===== config.mk =====
export PLATFORM = sky130hd
export DESIGN_NAME = ais_type8_sentence_decoder_unit
export DESIGN_NICKNAME = d
export VERILOG_FILES = /design/src/hdl/aisdec_pkg.sv /design/src/hdl/aisdec_ctrl.sv /design/src/hdl/aisdec_dp.sv /design/src/hdl/ais_type8_sentence_decoder_unit.sv
export SDC_FILE = /design/constraint.sdc
export NUM_CORES = 1
export LEC_CHECK = 0
export BUFFER_PORTS_ARGS = -buffer_cell sky130_fd_sc_hd__buf_2
export CAP_MARGIN = 20
export CORE_UTILIZATION = 60
export CTS_BUF_LIST = sky130_fd_sc_hd__clkbuf_8
export CTS_CLUSTER_SIZE = 24
export DETAILED_ROUTE_END_ITERATION = 10
export HOLD_SLACK_MARGIN = 0.03
export PLACE_DENSITY_LB_ADDON = 0.12
export SLEW_MARGIN = 0
export SYNTH_ARGS = -nofsm -noshare
export SYNTH_HDL_FRONTEND = slang
export SYNTH_HIERARCHICAL = 1
export SYNTH_SLANG_ARGS = --single-unit

===== constraint.sdc =====
create_clock -name clk -period 7.4 [get_ports clk]
set_input_delay 0.37 -clock clk [delete_from_list [all_inputs] [get_ports clk]]
set_output_delay 0.37 -clock clk [all_outputs]
set_load 0.03 [all_outputs]

===== src/hdl/aisdec_pkg.sv =====
`timescale 1ns / 1ps
// Shared types, constants and the de-armor function of the AIS sentence decoder.
package aisdec_pkg;

  localparam int MAX_SYMBOLS_DEF = 64;

  localparam logic [7:0] CH_COMMA      = 8'd44;
  localparam logic [2:0] PAYLOAD_FIELD = 3'd5;
  localparam logic [2:0] COMMA_SAT     = 3'd7;

  localparam int HDR_SYMS      = 10;
  localparam int FIRST_PAY_SYM = 9;
  localparam int MAX_WORDS     = 11;
  localparam int WORD_BITS     = 32;
  localparam int BUF_W         = 38;
  localparam int FILL_W        = 6;
  localparam int WCNT_W        = 4;

  // symbols needed before a header field reads nonzero
  localparam int MIN_SYM_TYPE   = 1;
  localparam int MIN_SYM_REPEAT = 2;
  localparam int MIN_SYM_MMSI   = 7;
  localparam int MIN_SYM_SPARE  = 7;
  localparam int MIN_SYM_AREA   = 9;
  localparam int MIN_SYM_FUNC   = 10;

  localparam logic [1:0] KIND_HDR  = 2'd0;
  localparam logic [1:0] KIND_WORD = 2'd1;
  localparam logic [1:0] KIND_ERR  = 2'd2;

  typedef enum logic [2:0] {
    ST_COLLECT,
    ST_HDR,
    ST_RD,
    ST_APP,
    ST_EMIT
  } state_t;

  typedef struct packed {
    logic accept;
    logic hdr_load;
    logic rd;
    logic app;
    logic wload;
    logic wlast;
    logic fin;
  } cmd_t;

  typedef struct packed {
    logic hdr_last;
    logic fill_ge32;
    logic fill_eq32;
    logic more;
    logic wcnt_max;
    logic out_free;
  } stat_t;

  function automatic logic [5:0] dearmor(input logic [7:0] c);
    logic [7:0] d;
    d = 8'd40;
    if (c inside {[8'd48:8'd87]}) begin
      d = c - 8'd48;
    end else if (c inside {[8'd97:8'd119]}) begin
      d = c - 8'd56;
    end
    return d[5:0];
  endfunction

endpackage


===== src/hdl/aisdec_ctrl.sv =====
`timescale 1ns / 1ps
// Sequencing state machine of the AIS sentence decoder.
module aisdec_ctrl (
  input  logic               clk,
  input  logic               rst_n,
  input  logic               in_valid,
  input  logic               in_end_of_sentence,
  output logic               in_stall,
  input  aisdec_pkg::stat_t  st,
  output aisdec_pkg::cmd_t   cmd
);

  aisdec_pkg::state_t state_r, state_nxt;
  logic word_last;

  assign word_last = !st.fill_ge32 || st.wcnt_max || (!st.more && st.fill_eq32);

  always_ff @(posedge clk) begin
    if (!rst_n) begin
      state_r <= aisdec_pkg::ST_COLLECT;
    end else begin
      state_r <= state_nxt;
    end
  end

  always_comb begin
    state_nxt = state_r;
    case (state_r)
      aisdec_pkg::ST_COLLECT: begin
        if (in_valid && in_end_of_sentence) state_nxt = aisdec_pkg::ST_HDR;
      end
      aisdec_pkg::ST_HDR: begin
        if (st.out_free) begin
          state_nxt = st.hdr_last ? aisdec_pkg::ST_COLLECT : aisdec_pkg::ST_RD;
        end
      end
      aisdec_pkg::ST_RD:  state_nxt = aisdec_pkg::ST_APP;
      aisdec_pkg::ST_APP: state_nxt = aisdec_pkg::ST_EMIT;
      aisdec_pkg::ST_EMIT: begin
        if (st.fill_ge32 || !st.more) begin
          if (st.out_free && word_last) state_nxt = aisdec_pkg::ST_COLLECT;
        end else begin
          state_nxt = aisdec_pkg::ST_RD;
        end
      end
      default: state_nxt = aisdec_pkg::ST_COLLECT;
    endcase
  end

  always_comb begin
    cmd      = '0;
    in_stall = 1'b1;
    case (state_r)
      aisdec_pkg::ST_COLLECT: begin
        in_stall   = 1'b0;
        cmd.accept = in_valid;
      end
      aisdec_pkg::ST_HDR: begin
        cmd.hdr_load = st.out_free;
        cmd.fin      = st.out_free && st.hdr_last;
      end
      aisdec_pkg::ST_RD:  cmd.rd  = 1'b1;
      aisdec_pkg::ST_APP: cmd.app = 1'b1;
      aisdec_pkg::ST_EMIT: begin
        if (st.fill_ge32 || !st.more) begin
          cmd.wload = st.out_free;
          cmd.wlast = word_last;
          cmd.fin   = st.out_free && word_last;
        end
      end
      default: in_stall = 1'b1;
    endcase
  end

endmodule


===== src/hdl/aisdec_dp.sv =====
`timescale 1ns / 1ps
// Datapath of the AIS sentence decoder: symbol store, header capture, word packer, output register.
module aisdec_dp #(
  parameter int MAX_SYMBOLS = aisdec_pkg::MAX_SYMBOLS_DEF
) (
  input  logic              clk,
  input  logic              rst_n,
  input  aisdec_pkg::cmd_t  cmd,
  output aisdec_pkg::stat_t st,
  input  logic [7:0]        in_ch,
  output logic              out_valid,
  input  logic              out_stall,
  output logic [1:0]        out_kind,
  output logic [5:0]        out_msg_type,
  output logic [1:0]        out_repeat_ind,
  output logic [29:0]       out_mmsi,
  output logic [1:0]        out_spare_bits,
  output logic [9:0]        out_area_code,
  output logic [5:0]        out_function_id,
  output logic [8:0]        out_total_bits,
  output logic [31:0]       out_data_word,
  output logic [3:0]        out_data_nibbles,
  output logic              out_last_result
);

  localparam int AW = $clog2(MAX_SYMBOLS);
  localparam int CW = $clog2(MAX_SYMBOLS + 1);

  logic [5:0] mem [MAX_SYMBOLS];
  logic [5:0] rdata_r;
  logic [5:0] hdr_sym_r [aisdec_pkg::HDR_SYMS];

  logic [2:0]                      comma_r;
  logic [CW-1:0]                   cnt_r;
  logic [CW-1:0]                   rd_idx_r;
  logic [aisdec_pkg::BUF_W-1:0]    buf_r;
  logic [aisdec_pkg::FILL_W-1:0]   fill_r;
  logic [aisdec_pkg::WCNT_W-1:0]   wcnt_r;

  logic                            out_valid_r;
  logic [1:0]                      kind_r;
  logic [5:0]                      msg_type_r;
  logic [1:0]                      repeat_r;
  logic [29:0]                     mmsi_r;
  logic [1:0]                      spare_r;
  logic [9:0]                      area_r;
  logic [5:0]                      func_r;
  logic [8:0]                      total_r;
  logic [31:0]                     word_r;
  logic [3:0]                      nibs_r;
  logic                            last_r;

  logic [5:0]                      sym;
  logic                            store_en;
  logic                            lt5;
  logic                            hdr_only;
  logic [59:0]                     hv;
  logic [15:0]                     tb;
  logic                            first;
  logic [2:0]                      app_n;
  logic [5:0]                      chunk;
  logic [2:0]                      sh;
  logic [31:0]                     word_full;
  logic [31:0]                     word_part;
  logic                            out_free;

  assign sym      = aisdec_pkg::dearmor(in_ch);
  assign store_en = cmd.accept && (in_ch != aisdec_pkg::CH_COMMA) &&
                    (comma_r == aisdec_pkg::PAYLOAD_FIELD) && (cnt_r < CW'(MAX_SYMBOLS));
  assign lt5      = comma_r < aisdec_pkg::PAYLOAD_FIELD;
  assign hdr_only = cnt_r < CW'(aisdec_pkg::HDR_SYMS);
  assign tb       = 16'(cnt_r) * 16'd6;
  assign out_free = !out_valid_r || !out_stall;

  always_comb begin
    for (int i = 0; i < aisdec_pkg::HDR_SYMS; i++) begin
      hv[59 - 6*i -: 6] = hdr_sym_r[i];
    end
  end

  assign first     = rd_idx_r == CW'(aisdec_pkg::FIRST_PAY_SYM);
  assign app_n     = (first && !cnt_r[0]) ? 3'd4 : 3'd6;
  assign chunk     = first ? {2'b00, rdata_r[3:0]} : rdata_r;
  assign sh        = 3'(fill_r - 6'd32);
  assign word_full = 32'(buf_r >> sh);
  assign word_part = 32'(buf_r << (6'd32 - fill_r));

  assign st.hdr_last  = lt5 || hdr_only;
  assign st.fill_ge32 = fill_r >= 6'd32;
  assign st.fill_eq32 = fill_r == 6'd32;
  assign st.more      = rd_idx_r < cnt_r;
  assign st.wcnt_max  = wcnt_r == aisdec_pkg::WCNT_W'(aisdec_pkg::MAX_WORDS - 1);
  assign st.out_free  = out_free;

  always_ff @(posedge clk) begin
    if (store_en) mem[cnt_r[AW-1:0]] <= sym;
    if (cmd.rd) rdata_r <= mem[rd_idx_r[AW-1:0]];
  end

  always_ff @(posedge clk) begin
    for (int i = 0; i < aisdec_pkg::HDR_SYMS; i++) begin
      if (store_en && cnt_r == CW'(i)) hdr_sym_r[i] <= sym;
    end
  end

  always_ff @(posedge clk) begin
    if (!rst_n) begin
      comma_r  <= '0;
      cnt_r    <= '0;
      rd_idx_r <= CW'(aisdec_pkg::FIRST_PAY_SYM);
      fill_r   <= '0;
      wcnt_r   <= '0;
    end else if (cmd.fin) begin
      comma_r  <= '0;
      cnt_r    <= '0;
      rd_idx_r <= CW'(aisdec_pkg::FIRST_PAY_SYM);
      fill_r   <= '0;
      wcnt_r   <= '0;
    end else begin
      if (cmd.accept && in_ch == aisdec_pkg::CH_COMMA && comma_r != aisdec_pkg::COMMA_SAT) begin
        comma_r <= comma_r + 3'd1;
      end
      if (store_en) cnt_r <= cnt_r + CW'(1);
      if (cmd.app) begin
        rd_idx_r <= rd_idx_r + CW'(1);
        fill_r   <= fill_r + 6'(app_n);
      end else if (cmd.wload && st.fill_ge32) begin
        fill_r   <= fill_r - 6'd32;
      end
      if (cmd.wload) wcnt_r <= wcnt_r + 4'd1;
    end
  end

  always_ff @(posedge clk) begin
    if (cmd.app) buf_r <= (buf_r << app_n) | aisdec_pkg::BUF_W'(chunk);
  end

  always_ff @(posedge clk) begin
    if (!rst_n) begin
      out_valid_r <= 1'b0;
    end else if (cmd.hdr_load || cmd.wload) begin
      out_valid_r <= 1'b1;
    end else if (!out_stall) begin
      out_valid_r <= 1'b0;
    end
  end

  always_ff @(posedge clk) begin
    if (cmd.hdr_load) begin
      word_r <= '0;
      nibs_r <= '0;
      if (lt5) begin
        kind_r     <= aisdec_pkg::KIND_ERR;
        msg_type_r <= '0;
        repeat_r   <= '0;
        mmsi_r     <= '0;
        spare_r    <= '0;
        area_r     <= '0;
        func_r     <= '0;
        total_r    <= '0;
        last_r     <= 1'b1;
      end else begin
        kind_r     <= aisdec_pkg::KIND_HDR;
        msg_type_r <= (cnt_r >= CW'(aisdec_pkg::MIN_SYM_TYPE))   ? hv[59:54] : '0;
        repeat_r   <= (cnt_r >= CW'(aisdec_pkg::MIN_SYM_REPEAT)) ? hv[53:52] : '0;
        mmsi_r     <= (cnt_r >= CW'(aisdec_pkg::MIN_SYM_MMSI))   ? hv[51:22] : '0;
        spare_r    <= (cnt_r >= CW'(aisdec_pkg::MIN_SYM_SPARE))  ? hv[21:20] : '0;
        area_r     <= (cnt_r >= CW'(aisdec_pkg::MIN_SYM_AREA))   ? hv[19:10] : '0;
        func_r     <= (cnt_r >= CW'(aisdec_pkg::MIN_SYM_FUNC))   ? hv[9:4]   : '0;
        total_r    <= tb[8:0];
        last_r     <= hdr_only;
      end
    end else if (cmd.wload) begin
      kind_r     <= aisdec_pkg::KIND_WORD;
      msg_type_r <= '0;
      repeat_r   <= '0;
      mmsi_r     <= '0;
      spare_r    <= '0;
      area_r     <= '0;
      func_r     <= '0;
      total_r    <= '0;
      word_r     <= st.fill_ge32 ? word_full : word_part;
      nibs_r     <= st.fill_ge32 ? 4'd8 : fill_r[5:2];
      last_r     <= cmd.wlast;
    end
  end

  assign out_valid        = out_valid_r;
  assign out_kind         = kind_r;
  assign out_msg_type     = msg_type_r;
  assign out_repeat_ind   = repeat_r;
  assign out_mmsi         = mmsi_r;
  assign out_spare_bits   = spare_r;
  assign out_area_code    = area_r;
  assign out_function_id  = func_r;
  assign out_total_bits   = total_r;
  assign out_data_word    = word_r;
  assign out_data_nibbles = nibs_r;
  assign out_last_result  = last_r;

  a_fill_bound: assert property (@(posedge clk) disable iff (!rst_n)
    fill_r <= 6'd37)
    else $error("packer fill out of range");

  a_word_nonempty: assert property (@(posedge clk) disable iff (!rst_n)
    cmd.wload |=> nibs_r != 4'd0)
    else $error("payload word with no nibbles");

  a_word_cap: assert property (@(posedge clk) disable iff (!rst_n)
    (cmd.wload && st.wcnt_max) |-> cmd.wlast)
    else $error("word limit passed without last flag");

  a_load_free: assert property (@(posedge clk) disable iff (!rst_n)
    (cmd.hdr_load || cmd.wload) |-> out_free)
    else $error("output register overwritten while held");

endmodule


===== src/hdl/ais_type8_sentence_decoder_unit.sv =====
`timescale 1ns / 1ps
// AIS AIVDM sentence decoder top level.
// Input channel: one sentence byte per transfer (in_ch, in_end_of_sentence), taken at
// one per cycle while the sentence is being collected. Commas are counted; bytes of the
// sixth field are de-armored to 6-bit symbols and written to the symbol RAM.
// After the end-of-sentence byte the input stalls while results are produced.
// Result channel: an error result (fewer than five commas) or a header result, then up
// to eleven 32-bit payload words from bit 56, left-zero-padded to whole nibbles.
// out_valid for the header or error is set from the header state that follows the final
// byte transfer. Each payload word is built one symbol at a time, the symbol walk setting
// the pace: RAM read, packer append, emit check; the word loads in the emit check after
// the append that fills it, and a further emit check follows each full non-final word.
// The final result carries out_last_result; the input reopens as it is loaded, so the
// next sentence may stream in while that result is still held.
// A stalled receiver holds the output register and holds back the next result load.
// Reset (synchronous, active low) clears counters and control state; no clearing pass.
module ais_type8_sentence_decoder_unit #(
  parameter int MAX_SYMBOLS = aisdec_pkg::MAX_SYMBOLS_DEF
) (
  input  logic        clk,
  input  logic        rst_n,
  input  logic        in_valid,
  output logic        in_stall,
  input  logic [7:0]  in_ch,
  input  logic        in_end_of_sentence,
  output logic        out_valid,
  input  logic        out_stall,
  output logic [1:0]  out_kind,
  output logic [5:0]  out_msg_type,
  output logic [1:0]  out_repeat_ind,
  output logic [29:0] out_mmsi,
  output logic [1:0]  out_spare_bits,
  output logic [9:0]  out_area_code,
  output logic [5:0]  out_function_id,
  output logic [8:0]  out_total_bits,
  output logic [31:0] out_data_word,
  output logic [3:0]  out_data_nibbles,
  output logic        out_last_result
);

  aisdec_pkg::cmd_t  cmd;
  aisdec_pkg::stat_t st;

  aisdec_ctrl u_ctrl (
    .clk                (clk),
    .rst_n              (rst_n),
    .in_valid           (in_valid),
    .in_end_of_sentence (in_end_of_sentence),
    .in_stall           (in_stall),
    .st                 (st),
    .cmd                (cmd)
  );

  aisdec_dp #(
    .MAX_SYMBOLS (MAX_SYMBOLS)
  ) u_dp (
    .clk              (clk),
    .rst_n            (rst_n),
    .cmd              (cmd),
    .st               (st),
    .in_ch            (in_ch),
    .out_valid        (out_valid),
    .out_stall        (out_stall),
    .out_kind         (out_kind),
    .out_msg_type     (out_msg_type),
    .out_repeat_ind   (out_repeat_ind),
    .out_mmsi         (out_mmsi),
    .out_spare_bits   (out_spare_bits),
    .out_area_code    (out_area_code),
    .out_function_id  (out_function_id),
    .out_total_bits   (out_total_bits),
    .out_data_word    (out_data_word),
    .out_data_nibbles (out_data_nibbles),
    .out_last_result  (out_last_result)
  );

endmodule


==> results of run 1 <==
==> state kept, by name, indices dropped and copies added, names as in the netlist, 8 cells and up <==
register / flops
u_dp/buf_r: 38
u_dp/hdr_sym_r: 56
u_dp/mem: 384
u_dp/out_area_code: 10
u_dp/out_data_word: 32
u_dp/out_mmsi: 30
u_dp/out_total_bits: 8
==> logic make-up after synthesis <==
| logic type | share of synthesized area, % |
|---|---|
| buffers and inverters | 2.09 |
| flip-flops | 66.9 |
| XOR/XNOR | 0.717 |
| multiplexers | 15.8 |
| adder cells (fa/ha/maj) | 2.14 |
| other | 0.0140 |
| AND/OR/NAND/NOR | 7.59 |
| AO/OA/AOI/OAI | 4.69 |
==> metal layers <==
layer  up-vias  routed length [um]
met3       106                3640
met4         0                1750
met5         -                   0
met1      7549               24500
met2       564               26700
li1       6746                   -
==> cells in the mapped netlist (21+ instances only) <==
| library cell | number | area share [%] |
|---|---|---|
| a211oi_1 | 23 | 0.65 |
| a21oi_1 | 36 | 0.67 |
| a22oi_1 | 42 | 1.2 |
| and2_1 | 67 | 1.6 |
| buf_2 | 28 | 0.52 |
| clkbuf_1 | 42 | 0.59 |
| dfxtp_1 | 66 | 4.9 |
| edfxtp_1 | 551 | 62 |
| ha_1 | 44 | 2.1 |
| inv_1 | 24 | 0.34 |
| mux2_2 | 57 | 2.4 |
| mux2i_1 | 57 | 2.1 |
| mux4_2 | 132 | 11 |
| nand2_1 | 85 | 1.2 |
| nor2_1 | 149 | 2.1 |
| nor3_1 | 21 | 0.39 |
==> area by class of cell <==
type | count | area [um^2] | share of cell area [%]
Tap cell | 585 | 732 | 2.47
Timing Repair Buffer | 145 | 826 | 2.78
Clock inverter | 74 | 428 | 1.44
Multi-Input combinational cell | 909 | 8330 | 28.1
Inverter | 26 | 97.6 | 0.329
Clock buffer | 101 | 1390 | 4.68
Sequential cell | 617 | 17900 | 60.2
==> path summary, 6_finish.rpt <==
path | start | to | slack, ns | depth (start not counted)
max reg2reg | u_dp/fill_r[1] | u_dp/fill_r[2] | 3.43 | 11
min reg2reg | u_dp/rdata_r[2] | u_dp/buf_r[2] | 0.44 | 0
max | u_dp/fill_r[1] | u_dp/fill_r[2] | 3.43 | 11
min | out_stall | u_dp/out_valid | 0.14 | 3
==> metrics by stage <==
step	setup slack, ns	utilization [%]	power (mW)
2_1_floorplan	2.80	-	3.97
3_3_place_gp	3.22	64.0	4.03
3_5_place_dp	3.19	64.0	4.03
4_1_cts	3.16	68.2	6.70
5_1_grt	3.01	68.3	6.85
6_report	3.43	68.3	6.63
==> worst max-delay path: cells and delay by family (launching register included) <==
family | cells | cell delay [ns]
AO/OA/AOI/OAI | 2 | 0.60
AND/OR/NAND/NOR | 6 | 1.84
adder cells (fa/ha/maj) | 2 | 0.52
flip-flops | 1 | 0.64
buffers and inverters | 1 | 0.26
==> power by group through the flow <==
stage | clock network (mW) | logic, mW | registers, mW
CTS | 2.74 | 0.144 | 3.81
detailed placement | 0 | 0.143 | 3.89
floorplan | 0 | 0.0508 | 3.92
global placement | 0 | 0.139 | 3.89
finish | 2.68 | 0.143 | 3.81
global route | 2.89 | 0.153 | 3.81
==> timing repair <==
| action | in CTS | in global routing |
|---|---|---|
| hold buffers | 1 | 0 |
| setup buffers | 0 | 0 |
| endpoints found under the hold margin | 4 | 0 |
==> metrics.md, run 1 <==
| Metric | Value |
|---|---|
| Final worst path period share | 53.7% |
| Clock Sink Count | 617 |
| Non-filler cells in the finished layout | 2457 |
| Classification of the worst setup path | flop to flop |
| Met3 Usage GRT | 4.96% |
| GRT Util Overall | 25.9% |
| Pin count of the biggest net entering global routing | 76 |
| Number of slew-limit violations in the final report | 0 |
| Commonest non-fill, non-tap cell in the layout | edfxtp_1 |
| Post_cts resized | 0 |
| Placed cell area | 0.0278 mm^2 |
| Root buffer cell | clkbuf_8 |
| Synthesized area per cell | 16.2 um^2 |
| Run status | finished, final reports clean |
| Number of nets at the end of the flow | 1853 |
| Worst path arrival time | 4.56 ns |
| Die area | 0.0453 mm^2 |
| Share of async-settable or async-resettable flops after synthesis | 0% |
| Post-DR vias/cell | 6.09 |
| Crit. End Element | flop |
| PwrDens | 224 mW/mm^2 |
| Effective utilization at floorplan | 61.4% |
| Total internal power | 5.24 mW |
| Portion of total power attributed to the clock network | 40.3% |
| GRT busiest layer | met2 |
| Fraction of the yosys area taken by sequential cells | 66.9% |
| Worst Max-Slew Pin Slew | 1.06 ns |
| Combinational share of power | 2.2% |
| P_leak | 10.2 nW |
| Number of primary I/O pins | 119 |
| Synth-to-Final Area Change | 11.2% |
| Register bit total from synthesis | 617 |
| Initial drt markers | 1295 |
| Number of global-route vias before repair | 14900 |
| Biggest fanout along the worst timing path | 35 |
| Number of placement rows | 76 |
| Net switching power | 1.39 mW |
| Hold slack final | 0.140 ns |
| Unrepaired setup endpoints after global routing | no |
| DR vias | 15000 |
| Number of hold violations in the final report | 0 |
| Global-route met1 utilization | 36.3% |
| Total of warnings raised by yosys | 6 |
| Clock tree from TritonCTS | done |
| Number of antenna violations at the first check in global routing | 0 |
| Worst hold path class | input pin to flop |
| Routed WL | 56600 um |
| Total setup violations reported at the end of the flow | 0 |
| Post-route ant nets | 0 |
| Cell variety after synth | 72 |
| CP max-delay cell | dfxtp_4 |
| Wire length of the first global-routing pass | 87000 um |
| Drt wl/cell | 23.0 um |
| Most frequent cell on the critical path | ha_1 |
| Ordered cell list for the critical path | inv_2 -> ha_1 -> nor3b_1 -> ha_1 -> or2_2 -> or2b_4 -> nand3b_4 -> nor2b_2 -> o21a_1 -> nand2b_1 -> a211oi_1 |
| Remaining Overflow, GRT | 0 |
| Mapped Cells | 1643 |
| Data required time at the worst endpoint | 7.98 ns |
| Number of max-capacitance violations reported | 0 |
| Post-Place Cells | 2279 |
| Buffers from clock root to sink, at most | 3 |
| Highest clock frequency the design can meet | 252 MHz |
| Global routing met2 resource utilization | 40.3% |
| Largest vdd supply drop | 0.185 mV |
| Critical path launch point type | flop |
| Final cell area excluding filler cells | 0.0297 mm^2 |
| Proportion of layout cells with a drive suffix above 1 | 25.6% |
| DPL Wire Length | 35100 um |
| Die height | 213 um |
| Number of inserted diodes | 0 |
| Floorplan core area | 0.0435 mm^2 |
| Final estimated routing congestion in global placement | 0.891 |
| CTS H-tree depth | 3 |
| Commonest register cell after synthesis | edfxtp_1 |
| Number of nets produced by synthesis | 1701 |
| Router iterations before antenna repair | 5 |
| Count of buffers inserted at the top-level ports | 117 |
| Post-synthesis instance area | 0.0267 mm^2 |
| Die X | 213 um |
| Slowest stage delay, CP | 0.64 ns |
| Setup TNS | 0 ns |
| Clk_skew | 0.0272 ns |
| Switch share | 21.0% |
| Commonest cells after routing, fill and taps aside | 551 x edfxtp_1, 146 x nor2_1, 132 x mux4_2 |
| Clock transition at the registers of the reported paths | 0.06 ns |
| Total of fill cells in the finished design | 2949 |
| Min Clock Period, post-route | 3.97 ns |
| Clock latency on the worst-skew pair | 0.68 ns |
| Post-synth EDFFs | 551 |
| Sequential cell fraction of total power | 57.5% |
| Number of buffers created by CTS | 96 |
| Drt drc | 0 |
| Max-slew headroom | 28.7% |
Note: power is estimated with default switching activity, not from simulation.
==> run 2: changes to the inputs <==
==> constraint.sdc (replaced) <==
create_clock -name clk -period 3.7 [get_ports clk]
set_input_delay 0.185 -clock clk [delete_from_list [all_inputs] [get_ports clk]]
set_output_delay 0.185 -clock clk [all_outputs]
set_load 0.03 [all_outputs]
==> run 2 against run 1 <==
Compared with the run above:
- clock power up 97%
- global-route usage increased by 0.11 points
- first-iteration DRC count grew 18%
- flip-flop and latch count did not move
- setup slack lost 3.1 ns
- critical path depth grew 2
- sequential share of layout area is 0.40 points lower
- total power rose by 99%
- non-clock buffer count is 17 higher
- design area grew 0.67%
- via count is essentially flat
==> metrics.md, run 2 (synthesis results as in run 1) <==
| Metric | Value |
|---|---|
| Run status | finished, final reports clean |
| Total setup violations reported at the end of the flow | 0 (unchanged) |
| Post-route setup slack | 0.361 ns (-3.07 ns) |
| Placed cell area | 0.0280 mm^2 (+0.82%) |
| Post_cts resized | 0 (unchanged) |
| Proportion of layout cells with a drive suffix above 1 | 26.1% (+0.44 points) |
| Clock tree from TritonCTS | done |
| DPL Wire Length | 35600 um (+1.7%) |
| Worst hold path class | input pin to flop |
| Die X | 213 um (unchanged) |
| Final cell area excluding filler cells | 0.0299 mm^2 (+0.67%) |
| Buffers from clock root to sink, at most | 3 (unchanged) |
| Clock transition at the registers of the reported paths | 0.06 ns (about the same) |
| Clk_skew | 0.0295 ns (+0.00230 ns) |
| Drt wl/cell | 23.0 um (-0.15%) |
| Number of primary I/O pins | 119 (unchanged) |
| Worst Setup SP | u_dp/cnt_r[1] |
| Root buffer cell | clkbuf_8 |
| Floorplan core area | 0.0435 mm^2 (unchanged) |
| Commonest non-fill, non-tap cell in the layout | edfxtp_1 |
| Post-route ant nets | 0 (unchanged) |
| Largest register FFs | 384 (unchanged) |
| Clock Sink Count | 617 (unchanged) |
| End point of the critical path | u_dp/out_data_word[23] |
| Number of antenna violations at the first check in global routing | 1 (+1) |
| Hold slack final | 0.131 ns (-0.00946 ns) |
| Die height | 213 um (unchanged) |
| Die area | 0.0453 mm^2 (unchanged) |
| CTS H-tree depth | 3 (unchanged) |
| P_leak | 10.4 nW (+2.3%) |
| Highest clock frequency the design can meet | 299 MHz (+19%) |
| Setup slack on the worst flop-to-flop path | 0.36 ns (-3.07 ns) |
| Post-Place Setup Slack | 0.401 ns (-2.79 ns) |
| Max-slew headroom | 18.6% (-10 points) |
| Total of fill cells in the finished design | 2936 (-0.44%) |
| Initial drt markers | 1529 (+18%) |
| Classification of the worst setup path | flop to flop |
| Clock latency on the worst-skew pair | 0.69 ns (about the same) |
| Router iterations before antenna repair | 5 (unchanged) |
| Crit. End Element | flop |
| PwrDens | 442 mW/mm^2 (+98%) |
| Worst Max-Slew Pin Slew | 1.22 ns (+0.157 ns) |
| Number of buffers created by CTS | 96 (unchanged) |
| Endpoint of the worst-slack reg-to-reg timing path | u_dp/out_data_word[23] |
| Remaining Overflow, GRT | 0 (unchanged) |
| Data required time at the worst endpoint | 4.23 ns (-3.75 ns) |
| Number of nets at the end of the flow | 1870 (+0.92%) |
| Count of buffers inserted at the top-level ports | 117 (unchanged) |
| Final estimated routing congestion in global placement | 0.871 (-2.3%) |
| Critical path launch point type | flop |
| Worst path arrival time | 3.87 ns (-0.69 ns) |
| Drt drc | 0 (unchanged) |
| Final worst path period share | 90.2% (+37 points) |
| Number of global-route vias before repair | 14700 (-1.7%) |
| Number of max-capacitance violations reported | 0 (unchanged) |
| GRT Util Overall | 26.0% (+0.11 points) |
| Launching point of the worst reg2reg path | u_dp/cnt_r[1] |
| Effective utilization at floorplan | 61.4% (unchanged) |
| Post-DR vias/cell | 6.05 (-0.71%) |
| Pin count of the biggest net entering global routing | 98 (+29%) |
| DR vias | 15000 (+0.053%) |
| Number of placement rows | 76 (unchanged) |
| Commonest cells after routing, fill and taps aside | 551 x edfxtp_1, 145 x nor2_1, 132 x mux4_2 |
| Synth-to-Final Area Change | 11.9% |
| Routed WL | 56900 um (+0.62%) |
| Largest vdd supply drop | 0.463 mV (+150%) |
| Setup TNS | 0 ns (unchanged) |
| Final design utilization | 68.8% (+0.46 points) |
| Number of slew-limit violations in the final report | 0 (unchanged) |
| Number of hold violations in the final report | 0 (unchanged) |
| Post-CTS setup buffer count | 0 (unchanged) |
| Unrepaired setup endpoints after global routing | no |
| Biggest fanout along the worst timing path | 75 (+110%) |
| Min Clock Period, post-route | 3.34 ns (-0.635 ns) |
| Number of cells on the worst reg-to-reg path | 13 (+2) |
| Wire length of the first global-routing pass | 87400 um (+0.50%) |
-- run 2: worst min-delay path by stage --
stage	from	to	slack, ns	depth (start not counted)
after floorplan	rst_n	u_ctrl/state_r[0]	0.31	1
after global placement	u_dp/rdata_r[1]	u_dp/buf_r[1]	0.44	0
after detailed placement	u_dp/rdata_r[1]	u_dp/buf_r[1]	0.45	0
after CTS	in_valid	u_ctrl/state_r[1]	0.06	4
after global routing	in_valid	u_ctrl/state_r[1]	0.12	4
final	in_valid	u_ctrl/state_r[1]	0.13	4
-- run 2: where the power goes --
group / internal (mW) / leakage [nW] / switching, mW
clock: 2.69 / 1.02 / 2.59
sequential: 7.61 / 5.78 / 0.0117
combinational: 0.0627 / 3.62 / 0.239
-- run 2: through the flow --
step | power [mW] | std cells
floorplan | 7.94 | 1643
global placement | 8.06 | 2292
detailed placement | 8.07 | 2293
CTS | 13.3 | 2474
global route | 13.6 | 2476
finish | 13.2 | 2476
-- run 2: area by class of cell --
type | instances | area [um^2] | share of cell area [%]
diodes | 1 | 2.50 | 0.00838
clock buffers | 98 | 1350 | 4.51
clock inverters | 78 | 429 | 1.44
inverters | 26 | 104 | 0.348
multi-input cells | 909 | 8350 | 28.0
flip-flops and latches | 617 | 17900 | 59.8
well taps | 585 | 732 | 2.45
repair buffers | 162 | 1030 | 3.45
-- run 2: metal layers --
metal | part of all wire [%] | track usage, % | up-vias
li1 | - | - | 6785
met1 | 44 | 37.9 | 7522
met2 | 47 | 40.2 | 573
met3 | 6.5 | 4.71 | 93
met4 | 2.5 | 8.61 | 0
met5 | 0 | 0 | -
-- run 2: timing repair --
action / CTS / global route
hold buffers: 5 / 0
endpoints found under the hold margin: 10 / 0
endpoints found under the setup margin: 0 / 0
-- run 2: worst max-delay path, stage by stage (launching register included) --
cell	delay, ns
dfxtp_1	0.47
inv_1	0.20
ha_1	0.32
a21o_1	0.10
a21o_1	0.11
a211oi_1	0.07
o31a_1	0.33
or2b_4	0.23
nand3b_4	0.10
nor2_4	0.12
buf_4	0.58
nand2_1	0.11
a221oi_1	0.28
nor3_1	0.09
==> run 3: changes to the inputs <==
--- a/config.mk
+++ b/config.mk
@@ -12,6 +12,7 @@
 export CTS_CLUSTER_SIZE = 24
 export DETAILED_ROUTE_END_ITERATION = 10
 export HOLD_SLACK_MARGIN = 0.03
+export MAX_ROUTING_LAYER = met4
 export PLACE_DENSITY_LB_ADDON = 0.12
 export SLEW_MARGIN = 0
 export SYNTH_ARGS = -nofsm -noshare
==> run 3 against run 2 <==
Compared with the run above:
- flip-flop and latch count unchanged
- clock skew decreased by 0.0017 ns
- maximum frequency about the same
- utilization unchanged
- critical path type unchanged
- largest cell class unchanged
- highest routed layer unchanged
==> metrics.md, run 3 (synthesis results as in run 1) <==
| Metric | Value |
|---|---|
| Commonest non-fill, non-tap cell in the layout | edfxtp_1 |
| Clock transition at the registers of the reported paths | 0.06 ns (about the same) |
| Worst hold path class | input pin to flop |
| Total setup violations reported at the end of the flow | 0 (unchanged) |
| Clock latency on the worst-skew pair | 0.69 ns (about the same) |
| Post-DR vias/cell | 6.08 (+0.49%) |
| Clock Sink Count | 617 (unchanged) |
| Number of buffers created by CTS | 96 (unchanged) |
| Post_cts resized | 0 (unchanged) |
| Commonest cells after routing, fill and taps aside | 551 x edfxtp_1, 145 x nor2_1, 132 x mux4_2 |
| Min Clock Period, post-route | 3.34 ns (-0.00178 ns) |
| Floorplan core area | 0.0435 mm^2 (unchanged) |
| DPL Wire Length | 35600 um (unchanged) |
| Pin count of the biggest net entering global routing | 98 (unchanged) |
| Remaining Overflow, GRT | 0 (unchanged) |
| Run status | finished, final reports clean |
| Number of max-capacitance violations reported | 0 (unchanged) |
| Sequential cell fraction of total power | 57.7% (about the same) |
| Critical path launch point type | flop |
| Wire length of the first global-routing pass | 87500 um (about the same) |
| Biggest fanout along the worst timing path | 20 (-73%) |
| Number of placement rows | 76 (unchanged) |
| Proportion of layout cells with a drive suffix above 1 | 26.1% (unchanged) |
| Max-slew headroom | 21.6% (+3.0 points) |
| Buffers from clock root to sink, at most | 3 (unchanged) |
| GRT Util Overall | 26.9% (+0.84 points) |
| Initial drt markers | 1474 (-3.6%) |
| Number of slew-limit violations in the final report | 0 (unchanged) |
| Drt drc | 0 (unchanged) |
| Worst path arrival time | 3.90 ns (+0.03 ns) |
| Post-route ant nets | 0 (unchanged) |
| Unrepaired setup endpoints after global routing | no |
| Seq. cell area | 0.0179 mm^2 (unchanged) |
| Count of buffers inserted at the top-level ports | 117 (unchanged) |
| Total power | 13.2 mW (unchanged) |
| Root buffer cell | clkbuf_8 |
| Routed WL | 57000 um (+0.21%) |
| Area of the multi-input gates | 0.00835 mm^2 (unchanged) |
| Data required time at the worst endpoint | 4.27 ns (+0.04 ns) |
| Number of primary I/O pins | 119 (unchanged) |
| Largest register FFs | 384 (unchanged) |
| Net switching power | 2.84 mW (about the same) |
| Portion of total power attributed to the clock network | 40.0% (about the same) |
| Total of fill cells in the finished design | 2936 (unchanged) |
| Final estimated routing congestion in global placement | 0.885 (+1.6%) |
| Die height | 213 um (unchanged) |
| Combinational share of power | 2.3% (about the same) |
| Final worst path period share | 90.2% (about the same) |
| Total internal power | 10.4 mW (about the same) |
| Largest vdd supply drop | 0.463 mV (about the same) |
| CTS H-tree depth | 3 (unchanged) |
| Crit. End Element | flop |
| DR vias | 15000 (+0.49%) |
| Number of global-route vias before repair | 14600 (-0.33%) |
| Clk_skew | 0.0279 ns (-0.00166 ns) |
| Switch share | 21.5% (about the same) |
| Classification of the worst setup path | flop to flop |
| Clock tree from TritonCTS | done |
| Synth-to-Final Area Change | 11.9% (unchanged) |
| Die area | 0.0453 mm^2 (unchanged) |
| Number of hold violations in the final report | 0 (unchanged) |
| P_leak | 10.4 nW (unchanged) |
| PwrDens | 442 mW/mm^2 (unchanged) |
| Die X | 213 um (unchanged) |
| Worst Max-Slew Pin Slew | 1.17 ns (-0.0468 ns) |
| Highest clock frequency the design can meet | 300 MHz (about the same) |
| Setup TNS | 0 ns (unchanged) |
| Router iterations before antenna repair | 5 (unchanged) |
| Number of antenna violations at the first check in global routing | 1 (unchanged) |
| Effective utilization at floorplan | 61.4% (unchanged) |
| Number of nets at the end of the flow | 1870 (unchanged) |
| Drt wl/cell | 23.0 um (+0.21%) |
run 3: cell counts in the layout (fill, tap and decap cells not counted):
Identical to the previous run, type by type.
run 3: power groups by stage:
stage | Clock, mW | Combinational, mW | Sequential, mW
after floorplan | 0 | 0.104 | 7.84
after global placement | 0 | 0.294 | 7.77
after detailed placement | 0 | 0.300 | 7.77
after CTS | 5.39 | 0.304 | 7.62
after global routing | 5.70 | 0.322 | 7.62
final | 5.28 | 0.301 | 7.62
run 3: area by class of cell:
class,instances,share of cell area [%]
Clock buffer,98,4.51
Multi-Input combinational cell,909,28.0
Antenna cell,1,0.00838
Tap cell,585,2.45
Timing Repair Buffer,162,3.45
Sequential cell,617,59.8
Clock inverter,78,1.44
Inverter,26,0.348
run 3: worst max-delay path, stage by stage (launching register included):
cell	delay, ns
dfxtp_1	0.47
inv_1	0.20
ha_1	0.33
a21o_1	0.16
a21o_1	0.18
a211oi_1	0.25
o31a_1	0.22
or2b_4	0.30
nand3b_4	0.11
nor2b_2	0.05
o21a_1	0.17
nand2b_1	0.26
buf_4	0.28
a211oi_1	0.26
run 3: per-stage QoR:
step | utilization [%] | instance area [um^2] | std cells | hold WS [ns] | worst slack, ns
2_1_floorplan | - | 26800 | 1643 | 0.313 | 0.00231
3_5_place_dp | 64.5 | 28000 | 2293 | 0.447 | 0.401
4_1_cts | 68.7 | 29900 | 2474 | 0.0618 | 0.379
6_report | 68.8 | 29900 | 2476 | 0.121 | 0.363
5_1_grt | 68.8 | 29900 | 2476 | 0.121 | 0.165
3_3_place_gp | 64.5 | 28000 | 2292 | 0.444 | 0.558
run 3: path summary, 6_finish.rpt:
| path | from | endpoint | slack (ns) | depth (start not counted) |
|---|---|---|---|---|
| worst max-delay path | u_dp/cnt_r[1] | u_dp/rd_idx_r[1] | 0.36 | 13 |
| worst min-delay path | in_valid | u_ctrl/state_r[1] | 0.12 | 4 |
| worst max register to register | u_dp/cnt_r[1] | u_dp/rd_idx_r[1] | 0.36 | 13 |
| worst min register to register | u_dp/rdata_r[1] | u_dp/buf_r[1] | 0.48 | 0 |
run 3: timing repair:
item                                   4_1_cts  5_1_grt
endpoints found under the hold margin       10        0
buffers inserted                             0        0
setup endpoints to repair                    0        0
hold buffers                                 5        0
run 3: routing by layer:
metal	part of all wire (%)	vias up	track usage (%)
met5	0	-	-
met4	2.5	0	8.31
met3	6.6	90	4.38
met2	47	621	40.3
met1	44	7546	38.2
li1	-	6789	-
